<file path="config.mk">
export PLATFORM = sky130hd
export DESIGN_NAME = qmp_div
export DESIGN_NICKNAME = d
export VERILOG_FILES = /design/src/rtl/core/qmp_pkg.sv /design/src/rtl/core/qmp_div.sv
export SDC_FILE = /design/constraint.sdc
export NUM_CORES = 1
export LEC_CHECK = 0
export BUFFER_PORTS_ARGS = -buffer_cell sky130_fd_sc_hd__buf_4
export CORE_MARGIN = 2
export CORE_UTILIZATION = 45
export CTS_CLUSTER_DIAMETER = 200
export DETAILED_ROUTE_END_ITERATION = 10
export PLACE_DENSITY = 0.76
export SLEW_MARGIN = 20
export SYNTH_ARGS = -nofsm -noshare
export SYNTH_HDL_FRONTEND = slang
export SYNTH_SLANG_ARGS = --single-unit
</file>
<file path="constraint.sdc">
create_clock -name i_clk -period 2.67 [get_ports i_clk]
set_input_delay 0.801 -clock i_clk [delete_from_list [all_inputs] [get_ports i_clk]]
set_output_delay 0.801 -clock i_clk [all_outputs]
set_load 0.05 [all_outputs]
</file>
<file path="src/rtl/core/qmp_pkg.sv">
// Package for the quadrature mouse port: field widths, reset values,
// request and register codes, and the quadrature phase tables.
// No dependencies.
package qmp_pkg;

    localparam int POS_W   = 13;  // screen coordinate, signed
    localparam int CNT_W   = 14;  // mouse counts, signed
    localparam int MAG_W   = 13;  // magnitude of (coord - offset)
    localparam int SCALE_W = 8;
    localparam int OFF_W   = 12;
    localparam int IVL_W   = 16;
    localparam int DUR_W   = 16;
    localparam int TSUM_W  = 32;
    localparam int BTN_W   = 2;
    localparam int CODE_W  = 4;
    localparam int PORT_W  = 8;
    localparam int REQ_W   = 2;
    localparam int CFG_IDX_W  = 2;
    localparam int CFG_DATA_W = 16;
    localparam int IN_DATA_W  = 48;
    localparam int OUT_DATA_W = 16;

    localparam int QUEUE_DEPTH_DEF      = 1024;
    localparam int LEFT_BUTTON_BIT_DEF  = 4;
    localparam int RIGHT_BUTTON_BIT_DEF = 5;

    localparam logic [SCALE_W-1:0] SCALE_RST = 8'd1;
    localparam logic [IVL_W-1:0]   IVL_RST   = 16'd3000;

    localparam logic [REQ_W-1:0] REQ_POS  = 2'd0;
    localparam logic [REQ_W-1:0] REQ_TICK = 2'd1;

    localparam logic [CFG_IDX_W-1:0] CFG_SCALE    = 2'd0;
    localparam logic [CFG_IDX_W-1:0] CFG_OFFSET_X = 2'd1;
    localparam logic [CFG_IDX_W-1:0] CFG_OFFSET_Y = 2'd2;
    localparam logic [CFG_IDX_W-1:0] CFG_INTERVAL = 2'd3;

    localparam logic [1:0] SEQ_UP   [4] = '{2'd1, 2'd3, 2'd2, 2'd0};
    localparam logic [1:0] SEQ_DOWN [4] = '{2'd2, 2'd3, 2'd1, 2'd0};

    // Two-bit quadrature phase for one axis at a given quarter of a step.
    function automatic logic [1:0] phase_bits(input logic up, input logic [1:0] ph);
        phase_bits = up ? SEQ_UP[ph] : SEQ_DOWN[ph];
    endfunction

endpackage

</file>
<file path="src/rtl/core/qmp_div.sv">
// Iterative signed divider: 14-bit signed numerator by 8-bit unsigned
// divisor, truncating toward zero, one quotient bit per cycle.
// Depends on qmp_pkg.
module qmp_div (
    input  logic                             i_clk,
    input  logic                             i_rst_n,
    input  logic                             i_start,
    input  logic signed [qmp_pkg::CNT_W-1:0] i_num,
    input  logic [qmp_pkg::SCALE_W-1:0]      i_den,
    output logic                             o_done,
    output logic signed [qmp_pkg::CNT_W-1:0] o_quot
);

    localparam int MW   = qmp_pkg::MAG_W;
    localparam int DW   = qmp_pkg::SCALE_W;
    localparam int CTRW = $clog2(MW + 1);

    logic            r_busy;
    logic            r_done;
    logic [CTRW-1:0] r_cnt;
    logic            r_neg;
    logic [DW-1:0]   r_den;
    logic [DW-1:0]   r_rem;
    logic [MW-1:0]   r_quo;

    logic [qmp_pkg::CNT_W-1:0] num_abs;
    logic [DW:0]               rem_sh;
    logic                      q_bit;

    always_comb begin
        num_abs = i_num[qmp_pkg::CNT_W-1] ? qmp_pkg::CNT_W'(-i_num) : i_num;
        rem_sh  = {r_rem, r_quo[MW-1]};
        q_bit   = (rem_sh >= {1'b0, r_den});
    end

    always_ff @(posedge i_clk) begin
        if (!i_rst_n) begin
            r_busy <= 1'b0;
            r_done <= 1'b0;
            r_cnt  <= '0;
        end else begin
            r_done <= 1'b0;
            if (i_start) begin
                r_busy <= 1'b1;
                r_cnt  <= CTRW'(MW);
            end else if (r_busy) begin
                r_cnt <= r_cnt - 1'b1;
                if (r_cnt == CTRW'(1)) begin
                    r_busy <= 1'b0;
                    r_done <= 1'b1;
                end
            end
        end
    end

    always_ff @(posedge i_clk) begin
        if (i_start) begin
            r_neg <= i_num[qmp_pkg::CNT_W-1];
            r_den <= i_den;
            r_rem <= '0;
            r_quo <= num_abs[MW-1:0];
        end else if (r_busy) begin
            // shift the next numerator bit in, subtract when it fits
            r_rem <= q_bit ? DW'(rem_sh - {1'b0, r_den}) : rem_sh[DW-1:0];
            r_quo <= {r_quo[MW-2:0], q_bit};
        end
    end

    assign o_done = r_done;
    assign o_quot = r_neg ? qmp_pkg::CNT_W'(-{1'b0, r_quo}) : {1'b0, r_quo};

endmodule

</file>
==> results of run 1 <==
==> kinds of logic (layout without fill, tap and decap cells) <==
| family | Yosys count | after routing | synth area share, % |
|---|---|---|---|
| buffers and inverters | 31 | 76 | 5.19 |
| AND/OR/NAND/NOR | 85 | 85 | 17.5 |
| AO/OA/AOI/OAI | 59 | 59 | 17.1 |
| flip-flops | 36 | 36 | 40.2 |
| XOR/XNOR | 27 | 27 | 10.1 |
| multiplexers | 6 | 6 | 2.62 |
| adder cells (fa/ha/maj) | 13 | 13 | 7.27 |
==> sequential cells by signal, summed over array words and instances (netlist names) <==
name / cells
r_cnt: 4
r_rem: 8
r_den: 8
o_done: 1
r_quo: 13
r_busy: 1
r_neg: 1
==> metrics by stage <==
step | instance area (um^2) | setup TNS [ns] | power, mW | hold slack (ns) | util (%)
global placement | 2740 | 0 | 1.22 | 0.468 | 54.0
global route | 2880 | -0.619 | 1.68 | 0.532 | 56.7
detailed placement | 2740 | 0 | 1.23 | 0.488 | 54.0
CTS | 2850 | -0.155 | 1.60 | 0.498 | 56.2
finish | 2880 | -0.168 | 1.60 | 0.504 | 56.7
floorplan | 2350 | 0 | 1.07 | 0.450 | -
==> layout make-up <==
class	instances	area, um^2
clock buffer	7	76.3
clock inverter	1	3.75
fill	468	2200
inverter	22	82.6
multi-input combinational	190	1330
sequential	36	941
tap	70	87.6
timing repair buffer	46	360
==> where the power goes <==
| part | leakage (nW) | total [mW] | internal [mW] | switching [mW] |
|---|---|---|---|---|
| clock network | 0.0399 | 0.360 | 0.181 | 0.179 |
| registers | 0.331 | 0.696 | 0.645 | 0.0503 |
| logic | 0.827 | 0.547 | 0.214 | 0.332 |
| total | 1.20 | 1.60 | 1.04 | 0.561 |
==> worst max-delay path, delay by kind of cell (launching register included) <==
kind	cells	cell delay [ns]
and+or+nand+nor	3	0.82
DFF	1	0.44
AOI/OAI and AO/OA	1	0.26
buffers and inverters	1	0.16
==> final timing paths <==
kind / startpoint / to / slack (ns) / depth (start not counted)
min reg2reg: r_rem[6] / r_rem[6] / 0.50 / 2
min: r_rem[6] / r_rem[6] / 0.50 / 2
max reg2reg: r_quo[12] / r_rem[0] / 0.38 / 7
max: r_quo[5] / o_quot[13] / -0.08 / 5
==> per-layer routing <==
metal	vias up	share of wire (%)	routed length, um
li1	998	-	-
met1	897	46	2270
met2	51	47	2330
met3	8	4.6	227
met4	0	1.8	86
met5	-	0	0
==> Yosys cell counts (3+ instances only) <==
| cell | instances |
|---|---|
| dfxtp_1 | 14 |
| nor2b_1 | 5 |
| nand3_1 | 4 |
| ha_1 | 12 |
| xor2_1 | 13 |
| inv_1 | 22 |
| o31ai_1 | 6 |
| o21ai_0 | 11 |
| nand2_1 | 21 |
| clkbuf_1 | 5 |
| nor2_1 | 33 |
| o22ai_1 | 3 |
| mux2i_1 | 5 |
| a31oi_1 | 3 |
| a21oi_1 | 17 |
| nand2b_1 | 5 |
| nor3_1 | 4 |
| a211oi_1 | 5 |
| xnor2_1 | 14 |
| or3_1 | 3 |
| edfxtp_1 | 22 |
==> cell usage in the layout (no fill, tap or decap), types with 4 or more instances in the layout <==
cell,n
a211oi_1,5
a21oi_1,17
buf_4,42
buf_6,4
clkbuf_8,5
dfxtp_1,14
edfxtp_1,22
ha_1,12
inv_1,22
mux2i_1,5
nand2_1,18
nand2b_1,5
nand3_1,4
nor2_1,33
nor2b_1,5
nor3_1,4
o21ai_0,11
o31ai_1,6
xnor2_1,12
xor2_1,12
==> timing repair <==
action / in CTS / in global routing
pin swaps: 2 / 2
buffers inserted: 0 / 1
endpoints found under the setup margin: 5 / 5
hold buffers: 0 / 0
resized for setup: 7 / 4
==> flow_summary.json, run 1 <==
{
  "hp-class": "flip-flop to flip-flop",
  "rows": 26,
  "grt.busiest_layer": "met2",
  "max_stage_delay_ns": 0.44,
  "path_cells": "nor4_4 -> nand3_1 -> or3_4 -> o31a_1 -> buf_6",
  "worstPathArrival_ns": 1.95,
  "insertion_delay_ns": 0.29,
  "ir_drop_mv": 0.372,
  "synth_seq_area_share_pct": 40.2,
  "finalMaxSlewViolations": 0,
  "grtUsageMet2_pct": 28.7,
  "dieWidth_um": 76.1,
  "cts_tree": "done",
  "synth_edf_count": 22,
  "antenna_found_initial": 0,
  "dp_slack_ns": 0.0645,
  "critPathCaptureType": "primary output",
  "cts_buffer_depth": 2,
  "die_height_um": 76.1,
  "fin_cells": 372,
  "synth_area_leader_cell": "edfxtp_1",
  "finalSetupViolCount": 4,
  "track_usage_pct": 17.4,
  "start_util_pct": 46.1,
  "fin_skew_ns": 0.00657,
  "powerDensity_nw_per_um2": 556,
  "synthCells": 257,
  "grt_pass1_wl_mm": 8.20,
  "layout-drive-gt1-share_pct": 22.5,
  "dominantRegCellSynth": "edfxtp_1",
  "timing.final.hold_violations": 0,
  "first_global_vias": 1843,
  "ios": 40,
  "cp-start-kind": "flip-flop",
  "avgSynthCellArea_um2": 9.10,
  "netlist_area_um2": 2340,
  "first_iter_violations": 122,
  "gr-total-overflow": 0,
  "synth.top_cell.area_share_pct": 28.2,
  "antennaDiodeCount": 0,
  "cts-root-buf": "clkbuf_8",
  "clock-sinks": 36,
  "wire_per_inst_um": 13.2,
  "violations": "negative setup slack",
  "synthTopCellsByArea": "edfxtp_1 (28%), dfxtp_1 (12%), ha_1 (6.4%)",
  "synth_cell_types": 46,
  "placedCellCount": 363,
  "final_critical_path_setup_slack_ns": -0.0845,
  "worstMarginPinSlew_ns": 0.544,
  "route.detailed.drc": 0,
  "grt_max_degree": 39,
  "critPathKind": "flip-flop to primary output",
  "fin_crit_sh_pct": 103,
  "htree_levels": 2,
  "syn_to_final_growth_pct": 23.0,
  "fin_nets": 339,
  "grtUsageMet3_pct": 2.96,
  "cts_buffers": 5,
  "dpl.hpwl_mm": 3.76,
  "cp.required_ns": 1.87,
  "gp_congestion": 0.825,
  "grtUsageMet1_pct": 22.9,
  "yosys_register_bits": 36,
  "critPathMaxFanout": 2,
  "ant_nets": 0,
  "slowest_stage": "edfxtp_1",
  "drtPass1Iterations": 5,
  "via_per_inst": 5.25,
  "p_leak_nw": 1.20,
  "numPortBuffers": 39,
  "routed_wirelength_mm": 4.91,
  "coreArea_um2": 5070,
  "syn_nets": 295,
  "dieArea_um2": 5790,
  "grt_setup_unrepaired": "true",
  "min_period_ns": 2.75,
  "yosysWarnings": 0,
  "relSlewSlack_pct": 63.7,
  "vias": 1954,
  "async_flop_share_pct": 0,
  "timing.fmax_mhz": 363,
  "clk_pin_slew_ns": 0.07,
  "outcome": "finished with violations",
  "maxCapViolCount": 0
}
(Power assumes the default switching activity.)
==> inputs of run 2 (changes only) <==
--- a/config.mk
+++ b/config.mk
@@ -6,11 +6,11 @@
 export NUM_CORES = 1
 export LEC_CHECK = 0
 export BUFFER_PORTS_ARGS = -buffer_cell sky130_fd_sc_hd__buf_4
-export CORE_MARGIN = 2
+export CORE_MARGIN = 1
 export CORE_UTILIZATION = 45
 export CTS_CLUSTER_DIAMETER = 200
 export DETAILED_ROUTE_END_ITERATION = 10
-export PLACE_DENSITY = 0.76
+export PLACE_DENSITY_LB_ADDON = 0.1
 export SLEW_MARGIN = 20
 export SYNTH_ARGS = -nofsm -noshare
 export SYNTH_HDL_FRONTEND = slang
==> run 2 against run 1 <==
Compared with the run above:
- the flow still finishes with violations (negative setup slack)
- non-clock buffer count is 1 higher
- critical path depth is 1 higher
- core utilization is 3.0 points higher
- global-route usage is 1.4 points higher
- clock skew is 0.0040 ns higher
- sequential share of layout area is 0.20 points lower
- cell count is 0.54% lower
- power is 4.0% higher
- flip-flop and latch count stayed put
- worst setup slack better by 0.030 ns
- sequential power hardly changed
==> flow_summary.json, run 2 (synthesis gave the netlist of run 1 again) <==
{
  "critPathKind": "flip-flop to primary output",
  "nFillCells": 442,
  "die_height_um": 74.1,
  "drtPass1Iterations": 6,
  "track_usage_pct": 18.8,
  "violations": "negative setup slack",
  "fin_setup_tns_ns": -0.104,
  "path_cells": "nor4_4 -> nand3_1 -> or3_4 -> nand2_1 -> xnor2_1 -> buf_4",
  "first_iter_violations": 92,
  "cts-root-buf": "clkbuf_8",
  "worstMarginPinSlew_ns": 0.491,
  "antenna_found_initial": 0,
  "coreArea_um2": 4850,
  "syn_to_final_growth_pct": 23.8,
  "gr-total-overflow": 0,
  "dpl.hpwl_mm": 3.63,
  "r2r_slack_ns": 0.38,
  "wl_met1_mm": 2.43,
  "rr_worst_depth": 7,
  "critPathCaptureType": "primary output",
  "first_global_vias": 1649,
  "start_util_pct": 48.3,
  "r2r-start": "r_quo[12]",
  "outcome": "finished with violations",
  "timing.final.hold_violations": 0,
  "largest_reg_flops": 13,
  "antennaDiodeCount": 0,
  "dieArea_um2": 5490,
  "grt_max_degree": 48,
  "grt_setup_unrepaired": "true",
  "final_cell_mix": "buf_4 (44), nor2_1 (33), inv_1 (22), edfxtp_1 (22), nand2_1 (19)",
  "slowest_stage": "edfxtp_1",
  "clock-sinks": 36,
  "gp_congestion": 0.809,
  "top_layer_used": "met4",
  "reg.largest.list": "r_quo: 13 flops, r_den: 8 flops, r_rem: 8 flops",
  "insertion_delay_ns": 0.28,
  "critical-path-top-delay-family": "simple AND/OR/NAND/NOR gates",
  "numPortBuffers": 39,
  "grt_pass1_wl_mm": 7.71,
  "min-delay-start": "r_rem[6]",
  "hold_depth": 2,
  "ant_nets": 0,
  "clkPwrFrac_pct": 25.9,
  "worstPathArrival_ns": 1.92,
  "fin_nets": 340,
  "via_per_inst": 5.12,
  "finalMaxSlewViolations": 0,
  "cts_hold_buffers": 0,
  "fin_util_pct": 59.7,
  "ios": 40,
  "finalSetupViolCount": 2,
  "clk_pin_slew_ns": 0.08,
  "power.total_mw": 1.67,
  "p_int_mw": 1.10,
  "wire_per_inst_um": 12.7,
  "fin_skew_ns": 0.0105,
  "maxCapViolCount": 0,
  "layout-drive-gt1-share_pct": 23.1,
  "timing.fmax_mhz": 367,
  "critPathBufInv": 1,
  "cts_buffers": 5,
  "ir_drop_mv": 0.271,
  "hp-class": "flip-flop to flip-flop",
  "rows": 25,
  "relSlewSlack_pct": 67.0,
  "powerDensity_nw_per_um2": 575,
  "critPathMaxFanout": 2,
  "route.detailed.drc": 0,
  "cp-start-kind": "flip-flop",
  "final_critical_path_setup_slack_ns": -0.0542,
  "dr_wl_met3_um": 232,
  "routed_wirelength_mm": 4.71,
  "final_common_cell": "buf_4",
  "cts_tree": "done",
  "dieWidth_um": 74.1,
  "fin_crit_sh_pct": 102,
  "comb_power_share_pct": 32.4,
  "max_stage_delay_ns": 0.44,
  "cp.required_ns": 1.87,
  "wl_met2_mm": 2.01,
  "p_switching_mw": 0.568,
  "p_sw_share_pct": 34.1,
  "htree_levels": 2,
  "p_leak_nw": 1.21,
  "min_period_ns": 2.72,
  "cts_buffer_depth": 2,
  "vias": 1894,
  "min_to": "r_rem[6]",
  "worstReg2RegEnd": "r_rem[0]",
  "seqPwrFrac_pct": 41.7,
  "top_register": "r_quo"
}
run 2: changes by cell type in the layout (fill, tap and decap cells not counted), sizes merged:
cell,before,now
buf,46,47
run 2: power by group through the flow:
stage,Clock [mW],Sequential (mW),Combinational (mW)
2_1_floorplan,0,0.689,0.377
3_3_place_gp,0,0.700,0.524
3_5_place_dp,0,0.702,0.532
4_1_cts,0.438,0.691,0.541
5_1_grt,0.463,0.701,0.591
6_report,0.431,0.695,0.540
run 2: per-layer routing:
metal	GRT usage, %	up-vias
met2	25.9	42
met4	5.77	0
met3	3.39	4
met5	0	-
met1	29.4	844
li1	-	1004
run 2: worst max-delay path by stage:
stage / from / to / cells past startpoint
2_1_floorplan: r_quo[5] / o_quot[12] / 5
3_3_place_gp: i_num[1] / r_quo[11] / 6
3_5_place_dp: i_num[1] / r_quo[11] / 6
5_1_grt: r_quo[5] / o_quot[11] / 6
4_1_cts: r_quo[2] / o_quot[11] / 6
6_report: r_quo[5] / o_quot[11] / 6
run 2: through the flow:
step	instance area (um^2)	instances	worst slack, ns	hold WS, ns
final	2900	370	-0.0542	0.481
after global routing	2900	370	-0.162	0.505
after CTS	2870	369	-0.0581	0.483
after detailed placement	2750	361	0.0751	0.472
after global placement	2750	361	0.105	0.474
after floorplan	2350	257	0.000690	0.450
run 2: layout make-up:
class,count,area (um^2),area share [%]
clock buffers,7,97.6,3.37
clock inverters,1,5.00,0.173
inverters,22,82.6,2.85
multi-input cells,190,1320,45.7
flip-flops and latches,36,941,32.5
well taps,67,83.8,2.89
repair buffers,47,364,12.6
run 2: repair_timing:
item | CTS | global route
pin swaps | 2 | 2
gates resized for setup | 6 | 3
setup endpoints to repair | 5 | 5
buffers inserted | 0 | 1
run 2: tightest hold or removal path: cells and delay by family (launching register included):
family          cells  cell delay [ns]
compound gates      1             0.05
flops               1             0.33
simple gates        1             0.06
==> inputs of run 3 (changes only) <==
--- a/config.mk
+++ b/config.mk
@@ -10,6 +10,8 @@
 export CORE_UTILIZATION = 45
 export CTS_CLUSTER_DIAMETER = 200
 export DETAILED_ROUTE_END_ITERATION = 10
+export GPL_TIMING_DRIVEN = 0
+export MAX_ROUTING_LAYER = met4
 export PLACE_DENSITY_LB_ADDON = 0.1
 export SLEW_MARGIN = 20
 export SYNTH_ARGS = -nofsm -noshare
==> run 3 against run 2 <==
Compared with the run above:
- via count is 1.4% higher
- design area is 0.86% higher
- non-clock buffer count is 5 higher
- the flow still finishes with violations (negative setup slack)
- clock power hardly changed
- largest power group unchanged
- core utilization is 0.52 points higher
- flip-flop and latch count stayed put
- highest routed layer unchanged
- combinational power is 2% higher
- largest cell class unchanged
- register-to-register slack better by 0.15 ns
- sequential power hardly changed
==> flow_summary.json, run 3 (synthesis gave the netlist of run 1 again) <==
{
  "fin_nets": 345,
  "insertion_delay_ns": 0.29,
  "critPathMaxFanout": 3,
  "numPortBuffers": 39,
  "final_common_cell": "buf_4",
  "dpl.hpwl_mm": 3.74,
  "fin_util_pct": 60.3,
  "fin_skew_ns": 0.0115,
  "first_global_vias": 1726,
  "syn_to_final_growth_pct": 24.9,
  "first_iter_violations": 79,
  "p_leak_nw": 1.22,
  "die_height_um": 74.1,
  "min_period_ns": 2.73,
  "clk_pin_slew_ns": 0.08,
  "cts_buffers": 5,
  "vias": 1920,
  "rows": 25,
  "via_per_inst": 5.12,
  "antennaDiodeCount": 0,
  "routed_wirelength_mm": 4.98,
  "critPathKind": "flip-flop to primary output",
  "placed_area_um2": 2730,
  "violations": "negative setup slack",
  "maxCapViolCount": 0,
  "cp.required_ns": 1.87,
  "route.detailed.drc": 0,
  "start_util_pct": 48.3,
  "timing.final.hold_violations": 0,
  "htree_levels": 2,
  "layout-drive-gt1-share_pct": 22.4,
  "antenna_found_initial": 0,
  "ios": 40,
  "slowest_stage": "edfxtp_1",
  "fin_cells": 375,
  "dieArea_um2": 5490,
  "critPathBufInv": 1,
  "final_area_um2": 2920,
  "power.total_mw": 1.68,
  "grt_pass1_wl_mm": 8.14,
  "gp_congestion": 0.824,
  "hp-class": "flip-flop to flip-flop",
  "cts_tree": "done",
  "largest_reg_flops": 13,
  "top_register": "r_quo",
  "ant_nets": 0,
  "gr-total-overflow": 0,
  "fin_crit_sh_pct": 102,
  "clock-sinks": 36,
  "dieWidth_um": 74.1,
  "worstPathArrival_ns": 1.92,
  "critPathCaptureType": "primary output",
  "ir_drop_mv": 0.273,
  "cp-start-kind": "flip-flop",
  "fin_setup_tns_ns": -0.126,
  "outcome": "finished with violations",
  "worstMarginPinSlew_ns": 0.532,
  "finalMaxSlewViolations": 0,
  "relSlewSlack_pct": 64.5,
  "powerDensity_nw_per_um2": 573,
  "reg.largest.list": "r_quo: 13 flops, r_den: 8 flops, r_rem: 8 flops",
  "nFillCells": 419,
  "critical-path-top-delay-family": "simple AND/OR/NAND/NOR gates",
  "cts-root-buf": "clkbuf_8",
  "final_critical_path_setup_slack_ns": -0.0553,
  "wire_per_inst_um": 13.3,
  "track_usage_pct": 20.4,
  "timing.fmax_mhz": 367,
  "max_stage_delay_ns": 0.44,
  "coreArea_um2": 4850,
  "cts_buffer_depth": 2,
  "placedCellCount": 363,
  "path_cells": "nor4_4 -> nand3_1 -> or3_4 -> o31a_1 -> buf_6",
  "final_cell_mix": "buf_4 (41), nor2_1 (33), inv_1 (22), edfxtp_1 (22), nand2_1 (19)",
  "finalSetupViolCount": 3,
  "drtPass1Iterations": 5,
  "grt_setup_unrepaired": "true",
  "grt_max_degree": 16
}
run 3: changes by cell type in the layout (fill, tap and decap cells not counted), sizes merged:
cell	change
clkbuf	+5
run 3: worst paths after layout:
check,start,endpoint,slack [ns],cells after the start
hold reg to reg,r_rem[6],r_rem[6],0.50,2
setup reg to reg,r_quo[12],r_rem[6],0.53,8
hold / removal,r_rem[6],r_rem[6],0.50,2
setup / recovery,r_quo[5],o_quot[13],-0.06,5
run 3: area by class of cell:
class | count | area, um^2 | area share [%]
Tap cell | 67 | 83.8 | 2.87
Sequential cell | 36 | 941 | 32.2
Clock inverter | 1 | 5.00 | 0.171
Buffer | 9 | 38.8 | 1.33
Clock buffer | 7 | 97.6 | 3.34
Inverter | 22 | 82.6 | 2.83
Multi-Input combinational cell | 190 | 1340 | 45.8
Timing Repair Buffer | 43 | 334 | 11.4
run 3: routing by layer:
layer | share of wire [%] | GRT usage (%) | wire length, um
met5 | 0 | - | 0
met3 | 4.5 | 3.25 | 225
met4 | 0.68 | 7.05 | 34
met1 | 52 | 30.4 | 2590
met2 | 43 | 27.8 | 2140
run 3: through the flow:
| stage | setup slack [ns] | hold slack [ns] |
|---|---|---|
| after floorplan | 0.000690 | 0.450 |
| after global placement | 0.00122 | 0.472 |
| after detailed placement | -0.0553 | 0.486 |
| after CTS | -0.104 | 0.497 |
| after global routing | -0.151 | 0.519 |
| final | -0.0553 | 0.495 |
run 3: what timing repair did:
action	CTS	global route
setup endpoints to repair	5	5
endpoints found under the hold margin	0	0
pin swaps	2	2
buffers inserted	3	1
hold buffers	0	0
resized for setup	7	4
run 3: tightest hold or removal path, stage by stage (launching register included):
cell and delay (ns):
dfxtp_1 0.33, nand2_1 0.06, o31ai_1 0.06
run 3: power by group:
part           leakage, nW  switching [mW]  internal [mW]  total [mW]
clock               0.0534           0.194          0.239       0.433
sequential           0.331          0.0478          0.645       0.693
combinational        0.832           0.335          0.214       0.549
